File: src/pid_controller_step_assert.svh
// Assertion macros for the PID step controller.
// Included by pid_controller_step.sv, which carries concurrent checks; depends on nothing else.
`ifndef PID_CONTROLLER_STEP_ASSERT_SVH
`define PID_CONTROLLER_STEP_ASSERT_SVH

`ifndef SYNTHESIS

// Checks a property on every rising clock edge outside of reset.
`define PCS_ASSERT(lbl, clk, rst, prop) \
   lbl: assert property (@(posedge clk) disable iff (rst) (prop)) \
      else $error("pid_controller_step: assertion failed");

// Checks that a condition in one cycle leads to a consequence in the next.
`define PCS_ASSERT_NEXT(lbl, clk, rst, ante, cons) \
   lbl: assert property (@(posedge clk) disable iff (rst) (ante) |=> (cons)) \
      else $error("pid_controller_step: assertion failed");

`else

`define PCS_ASSERT(lbl, clk, rst, prop)
`define PCS_ASSERT_NEXT(lbl, clk, rst, ante, cons)

`endif

`endif

File: src/pcs_pkg.sv
// Shared types, register indexes and saturating helpers of the PID step controller.
// Used by every module of the block; depends on nothing.
package pcs_pkg;

   typedef logic signed [31:0] word_type;

   localparam logic [2:0] CSR_KP               = 3'd0;
   localparam logic [2:0] CSR_KI_DT            = 3'd1;
   localparam logic [2:0] CSR_KD_DT            = 3'd2;
   localparam logic [2:0] CSR_INTEGRAL_LIMIT   = 3'd3;
   localparam logic [2:0] CSR_DERIVATIVE_LIMIT = 3'd4;
   localparam logic [2:0] CSR_OUT_MAX          = 3'd5;
   localparam logic [2:0] CSR_OUT_MIN          = 3'd6;

   localparam logic FUNC_STEP    = 1'b0;
   localparam logic FUNC_RESTART = 1'b1;

   localparam logic signed [33:0] S32_MAX_W = 34'sh0_7FFF_FFFF;
   localparam logic signed [33:0] S32_MIN_W = 34'sh3_8000_0000;

   typedef struct packed {
      word_type    kp;
      word_type    ki_dt;
      word_type    kd_dt;
      logic [30:0] integral_limit;
      logic [30:0] derivative_limit;
      word_type    out_max;
      word_type    out_min;
   } cfg_type;

   // Scaled products of one control request.
   typedef struct packed {
      logic     first;
      word_type p;
      word_type ip;
      word_type dp;
   } prod_type;

   // Proportional term, updated integral and clamped derivative.
   typedef struct packed {
      word_type p;
      word_type acc;
      word_type d;
   } integ_type;

   function automatic logic signed [33:0] ext34(input word_type v);
      return {{2{v[31]}}, v};
   endfunction

   function automatic word_type sat32(input logic signed [33:0] v);
      word_type r;
      if (v > S32_MAX_W) begin
         r = S32_MAX_W[31:0];
      end else if (v < S32_MIN_W) begin
         r = S32_MIN_W[31:0];
      end else begin
         r = v[31:0];
      end
      return r;
   endfunction

   // With crossed bounds, a value below lo gives lo and any other gives hi.
   function automatic word_type limit(input word_type v, input word_type lo,
                                      input word_type hi);
      word_type r;
      if (v < lo) begin
         r = lo;
      end else if (v > hi) begin
         r = hi;
      end else begin
         r = v;
      end
      return r;
   endfunction

endpackage

File: src/pcs_fxmul.sv
// Signed fixed point multiplier: full product, floor shift by the fraction width,
// saturation to 32 bits. Depends on pcs_pkg.
module pcs_fxmul #(
   parameter int FRAC_BITS = 16
) (
   input  pcs_pkg::word_type a,
   input  pcs_pkg::word_type b,
   output pcs_pkg::word_type y
);

   localparam logic signed [63:0] MAX64 = 64'sd2147483647;
   localparam logic signed [63:0] MIN64 = -64'sd2147483648;

   logic signed [63:0] prod;
   logic signed [63:0] shifted;

   assign prod    = a * b;
   // An arithmetic shift rounds toward minus infinity.
   assign shifted = prod >>> FRAC_BITS;

   always_comb begin
      if (shifted > MAX64) begin
         y = MAX64[31:0];
      end else if (shifted < MIN64) begin
         y = MIN64[31:0];
      end else begin
         y = shifted[31:0];
      end
   end

endmodule

File: config.mk
export PLATFORM = sky130hd
export DESIGN_NAME = pcs_fxmul
export DESIGN_NICKNAME = d
export VERILOG_FILES = /design/src/pid_controller_step_assert.svh /design/src/pcs_pkg.sv /design/src/pcs_fxmul.sv
export SDC_FILE = /design/constraint.sdc
export NUM_CORES = 2
export LEC_CHECK = 0
export ABC_AREA = 1
export BUFFER_PORTS_ARGS = -buffer_cell sky130_fd_sc_hd__clkbuf_2
export CAP_MARGIN = 10
export CORE_UTILIZATION = 50
export DETAILED_ROUTE_END_ITERATION = 12
export PLACE_DENSITY_LB_ADDON = 0.25
export SLEW_MARGIN = 20
export SYNTH_ARGS = -nofsm -noshare
export SYNTH_HDL_FRONTEND = slang
export SYNTH_SLANG_ARGS = --single-unit
File: constraint.sdc
create_clock -name vclk -period 15.6
set_input_delay 3.12 -clock vclk [all_inputs]
set_output_delay 3.12 -clock vclk [all_outputs]
set_load 0.1 [all_outputs]
==> metrics.md <==
| Metric | Value |
|---|---|
| Postcts setup bufs | 0 |
| First DRT Iteration DRCs | 1932 |
| Final worst path period share | 94.9% |
| Transition time of the tightest slew-check pin | 1.04 ns |
| Aggregate negative setup slack | 0 ns |
| RSZ-0062 raised after global routing | false |
| Cell repeated most along the worst path | sky130_fd_sc_hd__nand2_1 |
| Maximum number of pins on one net before global-route repair | 33 |
| Net count, final | 6178 |
| Global-route wire length before repair | 174000 um |
| Total length of routed wires | 106000 um |
| Initial core utilization | 50.4% |
| Netlist Area Pre-Place | 38200 um^2 |
| Count of vias placed by the detailed router | 29.3k |
| Post-layout minimum cycle time | 14.80 ns |
| First drt pass iteration count | 5 |
| Port-buffer cells | 96 |
| Synthesis-to-finish area growth | 4.78% |
| Path class of the lowest-slack min-delay path | in2out |
| Reported max-cap violation count | 0 |
| Post-synthesis instance total | 4897 |
| Standard-cell row count | 101 |
| Net Count, Synth | 6222 |
| Slew Limit Fails | 0 |
| Fraction of final layout cells sized beyond drive strength 1 | 4.04% |
| Vert. Die Dim | 279 um |
| Top routing layer in use | met5 |
| Antenna violations before repair | 7 |
| Die width | 279 um |
| Total buffers and inverters traversed by the critical path | 6 |
| Clock Buffer Count | 0 |
| Type of element launching the critical path | primary input |
| Top library cells by usage in the layout, fill and taps aside | sky130_fd_sc_hd__inv_1 (1585), sky130_fd_sc_hd__nand2_1 (1430), sky130_fd_sc_hd__fa_1 (1081), sky130_fd_sc_hd__ha_1 (180), sky130_fd_sc_hd__nor2_1 (136) |
| Vias in the first global route | 31.9k |
| Sum of net half-perimeters after detailed placement | 92500 um |
| Slew headroom | 30.5% |
| Gpl congestion | 1.01 |
| Warning count from the yosys run | 0 |
| Worst stage delay on the critical path | 0.96 ns |
| DRC violations left | 0 |
| Arrival time of data at the critical path endpoint | 11.68 ns |
| Result of the run | finished clean |
| Area taken by flip-flops and latches | 0 um^2 |
| Global route total overflow | 0 |
| Number of fillers in the final layout | 7248 |
| Ratio of routed vias to standard cells | 5.03 |
| Hold-fix buffer count after cts | 0 |
| Total track usage | 29.0% |
| Highest-delay cell along the critical path | sky130_fd_sc_hd__fa_1 |
| Resize count post-CTS | 0 |
| Number of top-level pins | 96 |
| Area of the core | 75800 um^2 |
| Maximum clock frequency | 0.0676 GHz |
| Post-synthesis average cell area | 7.81 um^2 |
| Min setup slack post-route | 0.799 ns |
| Final hold violation count | 0 |
| Most common library cell in the layout ignoring fill and taps | sky130_fd_sc_hd__inv_1 |
| Share of the yosys chip area belonging to registers | 0% |
| Number of distinct library cells after synthesis | 32 |
| Combined area of the multi-input logic cells | 31400 um^2 |
| Metal1 wirelength | 42000 um |
| CP endpoint kind | primary output |
| Critical Path RT | 12.48 ns |
| Area of the die | 77600 um^2 |
| Critical path peak fanout | 31 |
| Number of sequential cells | 0 |
| Number of failing setup endpoints in the final timing report | 0 |
| Detail Route met2 WL | 53200 um |
| Place WS | 0.842 ns |
| Detailed route wirelength on metal3 | 6140 um |
| Routed Antenna Nets | 0 |
| WS Path Type | in2out |
| Cell family with most CP delay | adder cells |
| Average wire per standard cell | 18.1 um |
Yosys cell counts:
cell	n	area, um^2
sky130_fd_sc_hd__o31ai_1	1	7.51
sky130_fd_sc_hd__a21oi_2	2	17.5
sky130_fd_sc_hd__xor2_1	28	245
sky130_fd_sc_hd__nor2_1	136	510
sky130_fd_sc_hd__inv_2	15	56.3
sky130_fd_sc_hd__buf_6	6	67.6
sky130_fd_sc_hd__nand3_1	45	225
sky130_fd_sc_hd__nor2_2	10	62.6
sky130_fd_sc_hd__o21a_1	2	15.0
sky130_fd_sc_hd__o21bai_1	10	75.1
sky130_fd_sc_hd__and2_1	2	12.5
sky130_fd_sc_hd__fa_1	1081	21600
sky130_fd_sc_hd__ha_1	180	2250
sky130_fd_sc_hd__buf_1	2	7.51
sky130_fd_sc_hd__nor4_2	1	12.5
sky130_fd_sc_hd__xnor2_1	22	193
sky130_fd_sc_hd__inv_1	1585	5950
sky130_fd_sc_hd__nand3b_1	2	15.0
sky130_fd_sc_hd__clkbuf_1	190	713
sky130_fd_sc_hd__or2_2	9	56.3
sky130_fd_sc_hd__a21oi_1	77	385
sky130_fd_sc_hd__a31oi_1	1	6.26
sky130_fd_sc_hd__o21ai_0	27	135
sky130_fd_sc_hd__o21ai_1	6	30.0
sky130_fd_sc_hd__a21o_1	1	7.51
sky130_fd_sc_hd__nor3_1	8	40.0
sky130_fd_sc_hd__nand2_2	5	31.3
sky130_fd_sc_hd__nor3_2	2	20.0
sky130_fd_sc_hd__nand2_1	1430	5370
sky130_fd_sc_hd__nor4_1	3	18.8
sky130_fd_sc_hd__nand4_1	3	18.8
sky130_fd_sc_hd__and3_1	5	31.3
metrics by stage:
step                      instance area, um^2  util, %  hold WS, ns  instances
final                                   40100     52.8         7.66       5834
after global routing                    40100     52.8         7.77       5834
after CTS                               40000     52.8         7.65       5829
after detailed placement                40000     52.8         7.65       5829
after global placement                  40000     52.8         7.64       5829
after floorplan                         38200        -         7.31       4897
worst paths after layout:
path	cells after the start	endpoint	slack [ns]	startpoint
setup / recovery	32	y[0]	0.80	b[14]
hold / removal	12	y[1]	7.66	b[0]
metal layers:
metal  vias to the layer above  GRT usage [%]
li1                      13200              -
met1                     15000           37.7
met2                       879           50.3
met3                       193           2.97
met4                         4           10.2
met5                         -              0
cell type report:
cell class	count	share of cell area (%)
tap	978	3.06
multi-input combinational	3099	78.5
timing repair buffer	152	3.44
antenna	5	0.0312
inverter	1600	15.0
kinds of logic after synthesis:
family / after synthesis / share of synthesized area (%)
xor gates and xnor gates: 50 / 1.15
adders and majority gates: 1261 / 62.5
and+or+nand+nor: 1661 / 16.8
buffers and inverters: 1798 / 17.8
AOI/OAI and AO/OA: 127 / 1.78
Power is left out: the tool's default activity adds up to more than one toggle a clock period on the data nets, which glitch-free logic cannot reach.
