==> src/pid_controller_step_assert.svh <==
// Assertion macros for the PID step controller.
// Included by pid_controller_step.sv, which carries concurrent checks; depends on nothing else.
`ifndef PID_CONTROLLER_STEP_ASSERT_SVH
`define PID_CONTROLLER_STEP_ASSERT_SVH

`ifndef SYNTHESIS

// Checks a property on every rising clock edge outside of reset.
`define PCS_ASSERT(lbl, clk, rst, prop) \
   lbl: assert property (@(posedge clk) disable iff (rst) (prop)) \
      else $error("pid_controller_step: assertion failed");

// Checks that a condition in one cycle leads to a consequence in the next.
`define PCS_ASSERT_NEXT(lbl, clk, rst, ante, cons) \
   lbl: assert property (@(posedge clk) disable iff (rst) (ante) |=> (cons)) \
      else $error("pid_controller_step: assertion failed");

`else

`define PCS_ASSERT(lbl, clk, rst, prop)
`define PCS_ASSERT_NEXT(lbl, clk, rst, ante, cons)

`endif

`endif

==> src/pcs_pkg.sv <==
// Shared types, register indexes and saturating helpers of the PID step controller.
// Used by every module of the block; depends on nothing.
package pcs_pkg;

   typedef logic signed [31:0] word_type;

   localparam logic [2:0] CSR_KP               = 3'd0;
   localparam logic [2:0] CSR_KI_DT            = 3'd1;
   localparam logic [2:0] CSR_KD_DT            = 3'd2;
   localparam logic [2:0] CSR_INTEGRAL_LIMIT   = 3'd3;
   localparam logic [2:0] CSR_DERIVATIVE_LIMIT = 3'd4;
   localparam logic [2:0] CSR_OUT_MAX          = 3'd5;
   localparam logic [2:0] CSR_OUT_MIN          = 3'd6;

   localparam logic FUNC_STEP    = 1'b0;
   localparam logic FUNC_RESTART = 1'b1;

   localparam logic signed [33:0] S32_MAX_W = 34'sh0_7FFF_FFFF;
   localparam logic signed [33:0] S32_MIN_W = 34'sh3_8000_0000;

   typedef struct packed {
      word_type    kp;
      word_type    ki_dt;
      word_type    kd_dt;
      logic [30:0] integral_limit;
      logic [30:0] derivative_limit;
      word_type    out_max;
      word_type    out_min;
   } cfg_type;

   // Scaled products of one control request.
   typedef struct packed {
      logic     first;
      word_type p;
      word_type ip;
      word_type dp;
   } prod_type;

   // Proportional term, updated integral and clamped derivative.
   typedef struct packed {
      word_type p;
      word_type acc;
      word_type d;
   } integ_type;

   function automatic logic signed [33:0] ext34(input word_type v);
      return {{2{v[31]}}, v};
   endfunction

   function automatic word_type sat32(input logic signed [33:0] v);
      word_type r;
      if (v > S32_MAX_W) begin
         r = S32_MAX_W[31:0];
      end else if (v < S32_MIN_W) begin
         r = S32_MIN_W[31:0];
      end else begin
         r = v[31:0];
      end
      return r;
   endfunction

   // With crossed bounds, a value below lo gives lo and any other gives hi.
   function automatic word_type limit(input word_type v, input word_type lo,
                                      input word_type hi);
      word_type r;
      if (v < lo) begin
         r = lo;
      end else if (v > hi) begin
         r = hi;
      end else begin
         r = v;
      end
      return r;
   endfunction

endpackage

==> src/pcs_integrator.sv <==
// Integral stage of the PID step controller: accumulator update, limit, first-step
// reset and anti-windup, plus the derivative clamp. Depends on pcs_pkg.
module pcs_integrator (
   input  logic                clock,
   input  logic                reset,
   input  pcs_pkg::cfg_type    cfg,
   input  logic                in_valid,
   output logic                in_ready,
   input  pcs_pkg::prod_type   in_data,
   output logic                out_valid,
   input  logic                out_ready,
   output pcs_pkg::integ_type  out_data
);

   pcs_pkg::word_type  acc_ff;
   pcs_pkg::word_type  acc_in;
   logic               valid_ff;
   pcs_pkg::integ_type data_ff;
   pcs_pkg::integ_type data_in;

   pcs_pkg::word_type  sum_sat;
   pcs_pkg::word_type  lim_pos;
   pcs_pkg::word_type  lim_neg;
   pcs_pkg::word_type  acc_lim;
   pcs_pkg::word_type  acc_first;
   pcs_pkg::word_type  acc_hi;
   pcs_pkg::word_type  sum_hi;
   pcs_pkg::word_type  sum_lo;
   pcs_pkg::word_type  dlim_pos;
   logic signed [33:0] hi_gap;
   logic signed [33:0] lo_gap;
   logic               aw_en;
   logic               take;

   assign in_ready  = !valid_ff || out_ready;
   assign take      = in_valid && in_ready;
   assign out_valid = valid_ff;
   assign out_data  = data_ff;

   always_comb begin
      sum_sat   = pcs_pkg::sat32(pcs_pkg::ext34(acc_ff) + pcs_pkg::ext34(in_data.ip));
      lim_pos   = {1'b0, cfg.integral_limit};
      lim_neg   = -lim_pos;
      acc_lim   = pcs_pkg::limit(sum_sat, lim_neg, lim_pos);
      acc_first = in_data.first ? '0 : acc_lim;

      // Anti-windup checks the saturated P+I against the upper bound, then checks
      // the possibly adjusted sum against the lower bound.
      hi_gap = pcs_pkg::ext34(cfg.out_max) - pcs_pkg::ext34(in_data.p);
      lo_gap = pcs_pkg::ext34(cfg.out_min) - pcs_pkg::ext34(in_data.p);
      aw_en  = cfg.out_max != cfg.out_min;

      sum_hi = pcs_pkg::sat32(pcs_pkg::ext34(in_data.p) + pcs_pkg::ext34(acc_first));
      acc_hi = (aw_en && (sum_hi > cfg.out_max)) ? pcs_pkg::sat32(hi_gap) : acc_first;
      sum_lo = pcs_pkg::sat32(pcs_pkg::ext34(in_data.p) + pcs_pkg::ext34(acc_hi));
      acc_in = (aw_en && (sum_lo < cfg.out_min)) ? pcs_pkg::sat32(lo_gap) : acc_hi;

      dlim_pos     = {1'b0, cfg.derivative_limit};
      data_in.p    = in_data.p;
      data_in.acc  = acc_in;
      data_in.d    = in_data.first ? '0 : pcs_pkg::limit(in_data.dp, -dlim_pos, dlim_pos);
   end

   always_ff @(posedge clock) begin
      if (reset) begin
         acc_ff   <= '0;
         valid_ff <= 1'b0;
      end else begin
         if (in_ready) begin
            valid_ff <= in_valid;
         end
         if (take) begin
            acc_ff <= acc_in;
         end
      end
   end

   always_ff @(posedge clock) begin
      if (take) begin
         data_ff <= data_in;
      end
   end

endmodule
==> config.mk <==
export PLATFORM = sky130hd
export DESIGN_NAME = pcs_integrator
export DESIGN_NICKNAME = d
export VERILOG_FILES = /design/src/pid_controller_step_assert.svh /design/src/pcs_pkg.sv /design/src/pcs_integrator.sv
export SDC_FILE = /design/constraint.sdc
export NUM_CORES = 1
export LEC_CHECK = 0
export ABC_AREA = 1
export BUFFER_PORTS_ARGS = -buffer_cell sky130_fd_sc_hd__buf_2
export CAP_MARGIN = 10
export CORE_ASPECT_RATIO = 0.6
export CORE_MARGIN = 1
export CORE_UTILIZATION = 30
export DETAILED_ROUTE_END_ITERATION = 8
export GPL_TIMING_DRIVEN = 1
export HOLD_SLACK_MARGIN = 0.06
export PLACE_DENSITY = 0.6
export SLEW_MARGIN = 20
export SYNTH_ARGS = -nofsm -noshare
export SYNTH_HDL_FRONTEND = slang
export SYNTH_SLANG_ARGS = --single-unit
==> constraint.sdc <==
create_clock -name clock -period 18.7 [get_ports clock]
set_clock_uncertainty 0.2 [all_clocks]
set_input_delay 2.805 -clock clock [delete_from_list [all_inputs] [get_ports clock]]
set_output_delay 2.805 -clock clock [all_outputs]
set_load 0.01 [all_outputs]
==> results of run 1 <==
layout make-up:
| cell class | count | area [um^2] |
|---|---|---|
| fillers | 7932 | 45920 |
| well taps | 975 | 1220 |
| multi-input cells | 2646 | 16160 |
| clock inverters | 13 | 135.1 |
| diodes | 5 | 12.51 |
| inverters | 439 | 1658 |
| repair buffers | 446 | 2613 |
| flip-flops and latches | 129 | 3543 |
| clock buffers | 19 | 432.9 |
cell usage after synthesis, drive strengths merged, types with 3 or more instances:
| cell type | number |
|---|---|
| o2111ai | 5 |
| nand2 | 875 |
| nor2 | 230 |
| xnor2 | 65 |
| dfxtp | 33 |
| a21oi | 282 |
| fa | 5 |
| nand3b | 4 |
| a211oi | 19 |
| a31oi | 26 |
| clkbuf | 53 |
| o221a | 4 |
| nand4 | 77 |
| a221oi | 8 |
| o21ai | 221 |
| nor3 | 40 |
| nand3 | 158 |
| edfxtp | 96 |
| buf | 30 |
| or2 | 8 |
| o221ai | 6 |
| a22oi | 27 |
| inv | 435 |
| clkinv | 4 |
| a21boi | 12 |
| o211ai | 38 |
| o21bai | 12 |
| ha | 344 |
| xor2 | 131 |
| nor4 | 17 |
| a21o | 17 |
| o21a | 3 |
metrics by stage:
stage,worst slack (ns),std cells,util
after floorplan,3.692,3297,-
after CTS,1.347,4667,0.3593
after detailed placement,0.8131,4635,0.3514
after global placement,0.7316,4635,0.3514
final,0.7330,4672,0.3595
after global routing,0.01145,4670,0.3595
registers in the layout, indices dropped and copies added, names as in the netlist:
register	flops
acc_ff	32
out_data	96
out_valid	1
critical path, delay by kind of cell:
| kind | cells | cell delay [ns] |
|---|---|---|
| AOI/OAI and AO/OA | 19 | 4.32 |
| xor gates and xnor gates | 2 | 0.29 |
| adders and majority gates | 6 | 1.78 |
| buffers and inverters | 13 | 1.85 |
| and+or+nand+nor | 43 | 6.88 |
logic make-up (layout without fill, tap and decap cells):
kind of cell / count (synthesis) / after routing / synth area share
adders and majority gates: 349 / 349 / 0.2025
and+or+nand+nor: 1412 / 1412 / 0.2793
DFF: 129 / 129 / 0.1629
other: 0 / 5 / 0
buffers and inverters: 522 / 917 / 0.09419
AOI/OAI and AO/OA: 689 / 689 / 0.1820
xor gates and xnor gates: 196 / 196 / 0.07894
routing by layer:
metal,part of all wire,wire [um]
met1,0.50,46370
met2,0.37,33920
met3,0.11,9987
met4,0.016,1492
met5,0.0020,181
worst paths after layout:
kind                                             start                      to
worst max-delay path                           cfg[96]  out_data[63]$_DFFE_PP_
worst min-delay path            out_valid$_SDFFE_PP0N_  out_valid$_SDFFE_PP0N_
worst max register to register  acc_ff[0]$_SDFFE_PP0P_  out_data[63]$_DFFE_PP_
worst min register to register  out_valid$_SDFFE_PP0N_  out_valid$_SDFFE_PP0N_
timing repair:
item / CTS / global route
resized for setup: 0 / 2
hold buffers: 0 / 0
setup endpoints to repair: 0 / 41
==> metrics.cfg, run 1 <==
[global_routing]
met3_usage=0.07748
grt_pass1_wl_um=133400
grt_pass1_vias=21150
grt.total_usage=0.2453
grt-ovfl-total=0
grt_start_max_net_pins=95
met1_usage=0.3799
grt_busiest_layer=met1
antenna_found_initial=11
grt_use_met2=0.3135

[routing]
remaining_drc_errors=0
viasPerCell=5.117
dr.pass1.iters=7
wl_um=91950
drtAntennaViolNets=0
drtIter0Drc=2608
post_drt_wl_per_cell_um=19.68
num_vias=23910

[final_layout]
area.growth.synth_to_final_pct=18.54
layout_common_cells=nand2_1 (836), inv_1 (429), ha_1 (344)
final_layout_size_suffix_gt1_frac=0.1514
layout_commonest_cell=nand2_1
fin_area_um2=25780
fin_nets=4351

[synthesis]
yosysWarnings=0
postSynthCellCount=3297
synth.avg_cell_area_um2=6.596
yosysTopAreaCell=ha_1
synth.net_count=3969
synth_area_leaders=ha_1 (20%), nand2_1 (14%), edfxtp_1 (13%), inv_1 (7.4%), a21oi_1 (6.4%)
ys_ff_latch=129
syn_area_um2=21750
synth_edf_count=96
yosysSeqAreaShare=0.1629
synth.distinct_cells=59
ys.flop_type=edfxtp_1
async_flop_share=0
yosysTopAreaCellShare=0.1979

[sta]
setup_tns_ns=0
rsz0062_at_grt=false
period_minus_slack_ns=17.97
tightest_slew_ns=1.034
finalSetupViolations=0
fmax_mhz=55.66
final_max_slew_viol_count=0
hold_viol=0
fin_hold_ws_ns=0.3079
min_period_over_period=0.9608
slew_headroom=0.3092

[worst_setup_path]
arrival_ns=17.98
end_kind=flip-flop
worst_ep_required_time_ns=18.72
rr_worst_depth=83
cp-start-kind=primary input
critPathKind=primary input to flip-flop
slowest_stage=nor3_1
path_max_fanout=30
slowest_delay_ns=0.48
r2r_slack_ns=3.00
crit_top_cell=nand2_1

[clock_tree]
cts.htree.levels=4
cts_setup_buffers=0
clk-insertion-delay-late_ns=0.52
cts_sinks=129
tritoncts=built
cts-root-buf=clkbuf_16
cts_buffers=17
clkTransAtPathRegs_ns=0.06
clk_path_buf_depth=2

[die]
coreArea_um2=71700
start_util=0.3033
ios=421
fp.dieH_um=210.5
die_w_um=349.6
std_cell_rows=76
die_area_um2=73600

[outcome]
outcome=complete, no violations

[worst_hold_path]
holdCritPathClass=flip-flop to flip-flop
holdPathStages=2

[run]
cap_viol_max_count=0

[placement]
io_buffers=324
dpl_cell_area_um2=25190
gp_congestion=1.002
hpwl_um=79050

Power of run 1 is not shown: default switching activity piles up to over one toggle a cycle in this logic, so the estimate is an artifact.
==> run 2, diff against run 1 <==
--- a/config.mk
+++ b/config.mk
@@ -6,7 +6,7 @@
 export NUM_CORES = 1
 export LEC_CHECK = 0
 export ABC_AREA = 1
-export BUFFER_PORTS_ARGS = -buffer_cell sky130_fd_sc_hd__buf_2
+export BUFFER_PORTS_ARGS = -buffer_cell sky130_fd_sc_hd__clkbuf_2
 export CAP_MARGIN = 10
 export CORE_ASPECT_RATIO = 0.6
 export CORE_MARGIN = 1
@@ -15,6 +15,7 @@
 export GPL_TIMING_DRIVEN = 1
 export HOLD_SLACK_MARGIN = 0.06
 export PLACE_DENSITY = 0.6
+export SETUP_SLACK_MARGIN = 0.1
 export SLEW_MARGIN = 20
 export SYNTH_ARGS = -nofsm -noshare
 export SYNTH_HDL_FRONTEND = slang
==> run 2 against run 1 <==
  * Final area is 0.94% higher
  * Die area stayed put
  * Critical endpoint unchanged
  * Wire length is 0.40% higher
  * Clock-buffer cell count is 1 lower
  * Sequential cell count stayed put
  * Via count is 0.14% higher
  * Fmax is 2.0% higher
==> metrics.cfg, run 2 (synthesis results as in run 1) <==
[routing]
dr.pass1.iters=5  ; -2
viasPerCell=5.101  ; -0.31%
post_drt_wl_per_cell_um=19.67  ; about the same
drtIter0Drc=2396  ; -8.1%
remaining_drc_errors=0  ; unchanged
drtAntennaViolNets=0  ; unchanged
wl_um=92320  ; +0.40%
num_vias=23940  ; +0.14%

[outcome]
outcome=complete, no violations

[placement]
gp_congestion=1.014  ; +1.3%
io_buffers=324  ; unchanged
hpwl_um=79360  ; +0.39%

[final_layout]
largest_reg_flops=96  ; unchanged
num-fill-cells=7930  ; -0.025%
fin_nets=4373  ; +0.51%
area.growth.synth_to_final_pct=19.65
multiInputGateArea_um2=16170  ; about the same
layout_common_cells=nand2_1 (835), inv_1 (428), ha_1 (344)
layout_commonest_cell=nand2_1
regArea_um2=3543  ; unchanged
final_layout_size_suffix_gt1_frac=0.1572  ; +0.005834

[worst_setup_path]
end_kind=flip-flop
path_max_fanout=32  ; +6.7%
slowest_stage=o21ai_0
worst_ep_required_time_ns=18.72  ; about the same
cp-start-kind=primary input
critPathKind=primary input to flip-flop
crit_buf_inv=18  ; +5
crit_top_cell=nand2_1
r2r-start=acc_ff[0]$_SDFFE_PP0P_
arrival_ns=17.64  ; -0.34 ns
slowest_delay_ns=0.58  ; +0.10 ns
crit_path_start=in_data[32]
crit_family=simple AND/OR/NAND/NOR gates

[die]
die_w_um=349.6  ; unchanged
coreArea_um2=71700  ; unchanged
start_util=0.3033  ; unchanged
std_cell_rows=76  ; unchanged
ios=421  ; unchanged
fp.dieH_um=210.5  ; unchanged
die_area_um2=73600  ; unchanged

[sta]
finalSetupViolations=0  ; unchanged
final_max_slew_viol_count=0  ; unchanged
fmax_mhz=56.75  ; +2.0%
period_minus_slack_ns=17.62  ; -0.3465 ns
fin_hold_ws_ns=0.3115  ; +0.003608 ns
setup_tns_ns=0  ; unchanged
hold_viol=0  ; unchanged
tightest_slew_ns=1.052  ; +0.01854 ns
min_period_over_period=0.9423  ; -0.01853
slew_headroom=0.2968  ; -0.01239
rsz0062_at_grt=false

[clock_tree]
clkTransAtPathRegs_ns=0.06  ; about the same
postCtsHoldBufs=0  ; unchanged
cts_buffers=17  ; unchanged
cts_sinks=129  ; unchanged
clk_path_buf_depth=2  ; unchanged
cts-root-buf=clkbuf_16
clk-insertion-delay-late_ns=0.53  ; about the same
tritoncts=built
cts.htree.levels=4  ; unchanged

[worst_hold_path]
hp-start=out_valid$_SDFFE_PP0N_
holdCritPathClass=flip-flop to flip-flop

[global_routing]
grt_start_max_net_pins=96  ; +1.1%
grt-ovfl-total=0  ; unchanged
antenna_found_initial=8  ; -3
grt.total_usage=0.2466  ; +0.001323
grt_pass1_vias=21370  ; +1.1%
grt_pass1_wl_um=134600  ; +0.88%

[run]
cap_viol_max_count=0  ; unchanged

run 2: cell count changes in the layout (fill, tap and decap cells not counted), sizes merged:
cell and delta:
clkbuf +323, bufinv +2, clkinvlp -2, clkinv +3
buf -302, inv -2, diode -1
run 2: final cells by class:
type                       instances  area share
multi-input combinational       2646      0.6213
sequential                       129      0.1362
timing repair buffer             468      0.1077
inverter                         439     0.06386
tap                              975     0.04688
clock buffer                      18     0.01649
clock inverter                    14    0.007165
antenna                            4   0.0003847
run 2: tightest hold or removal path: cells and delay by family (launching register included):
family          cells  cell delay [ns]
simple gates        1             0.09
compound gates      1             0.07
flops               1             0.31
run 2: metrics by stage:
step                cell area [um^2]  setup WS (ns)  instances  utilization
finish                         26020          1.080       4693       0.3629
global route                   26010        0.09680       4690       0.3628
CTS                            25970          1.191       4687       0.3622
detailed placement             25350         0.6938       4655       0.3536
global placement               25350         0.7446       4655       0.3536
floorplan                      21750          3.692       3297            -
run 2: timing repair:
| action | in CTS | in global routing |
|---|---|---|
| resized for setup | 0 | 8 |
| buffers inserted | 0 | 2 |
| setup endpoints to repair | 0 | 64 |
| hold endpoints to repair | 0 | 0 |
run 2: path summary, 6_finish.rpt:
kind / end / slack [ns] / cells past startpoint
worst min register to register: out_valid$_SDFFE_PP0N_ / 0.31 / 2
worst max-delay path: out_data[63]$_DFFE_PP_ / 1.08 / 85
worst max register to register: out_data[63]$_DFFE_PP_ / 3.13 / 84
worst min-delay path: out_valid$_SDFFE_PP0N_ / 0.31 / 2
run 2: layer usage:
layer  share of wire  vias up  global-route usage
met5         0.00045        -                   0
met4           0.016        6             0.05036
met3            0.10       76             0.07660
met2            0.37      885              0.3216
met1            0.51    10980              0.3821
li1                -    12000                   -
Power of run 2 is left out for the same reason.
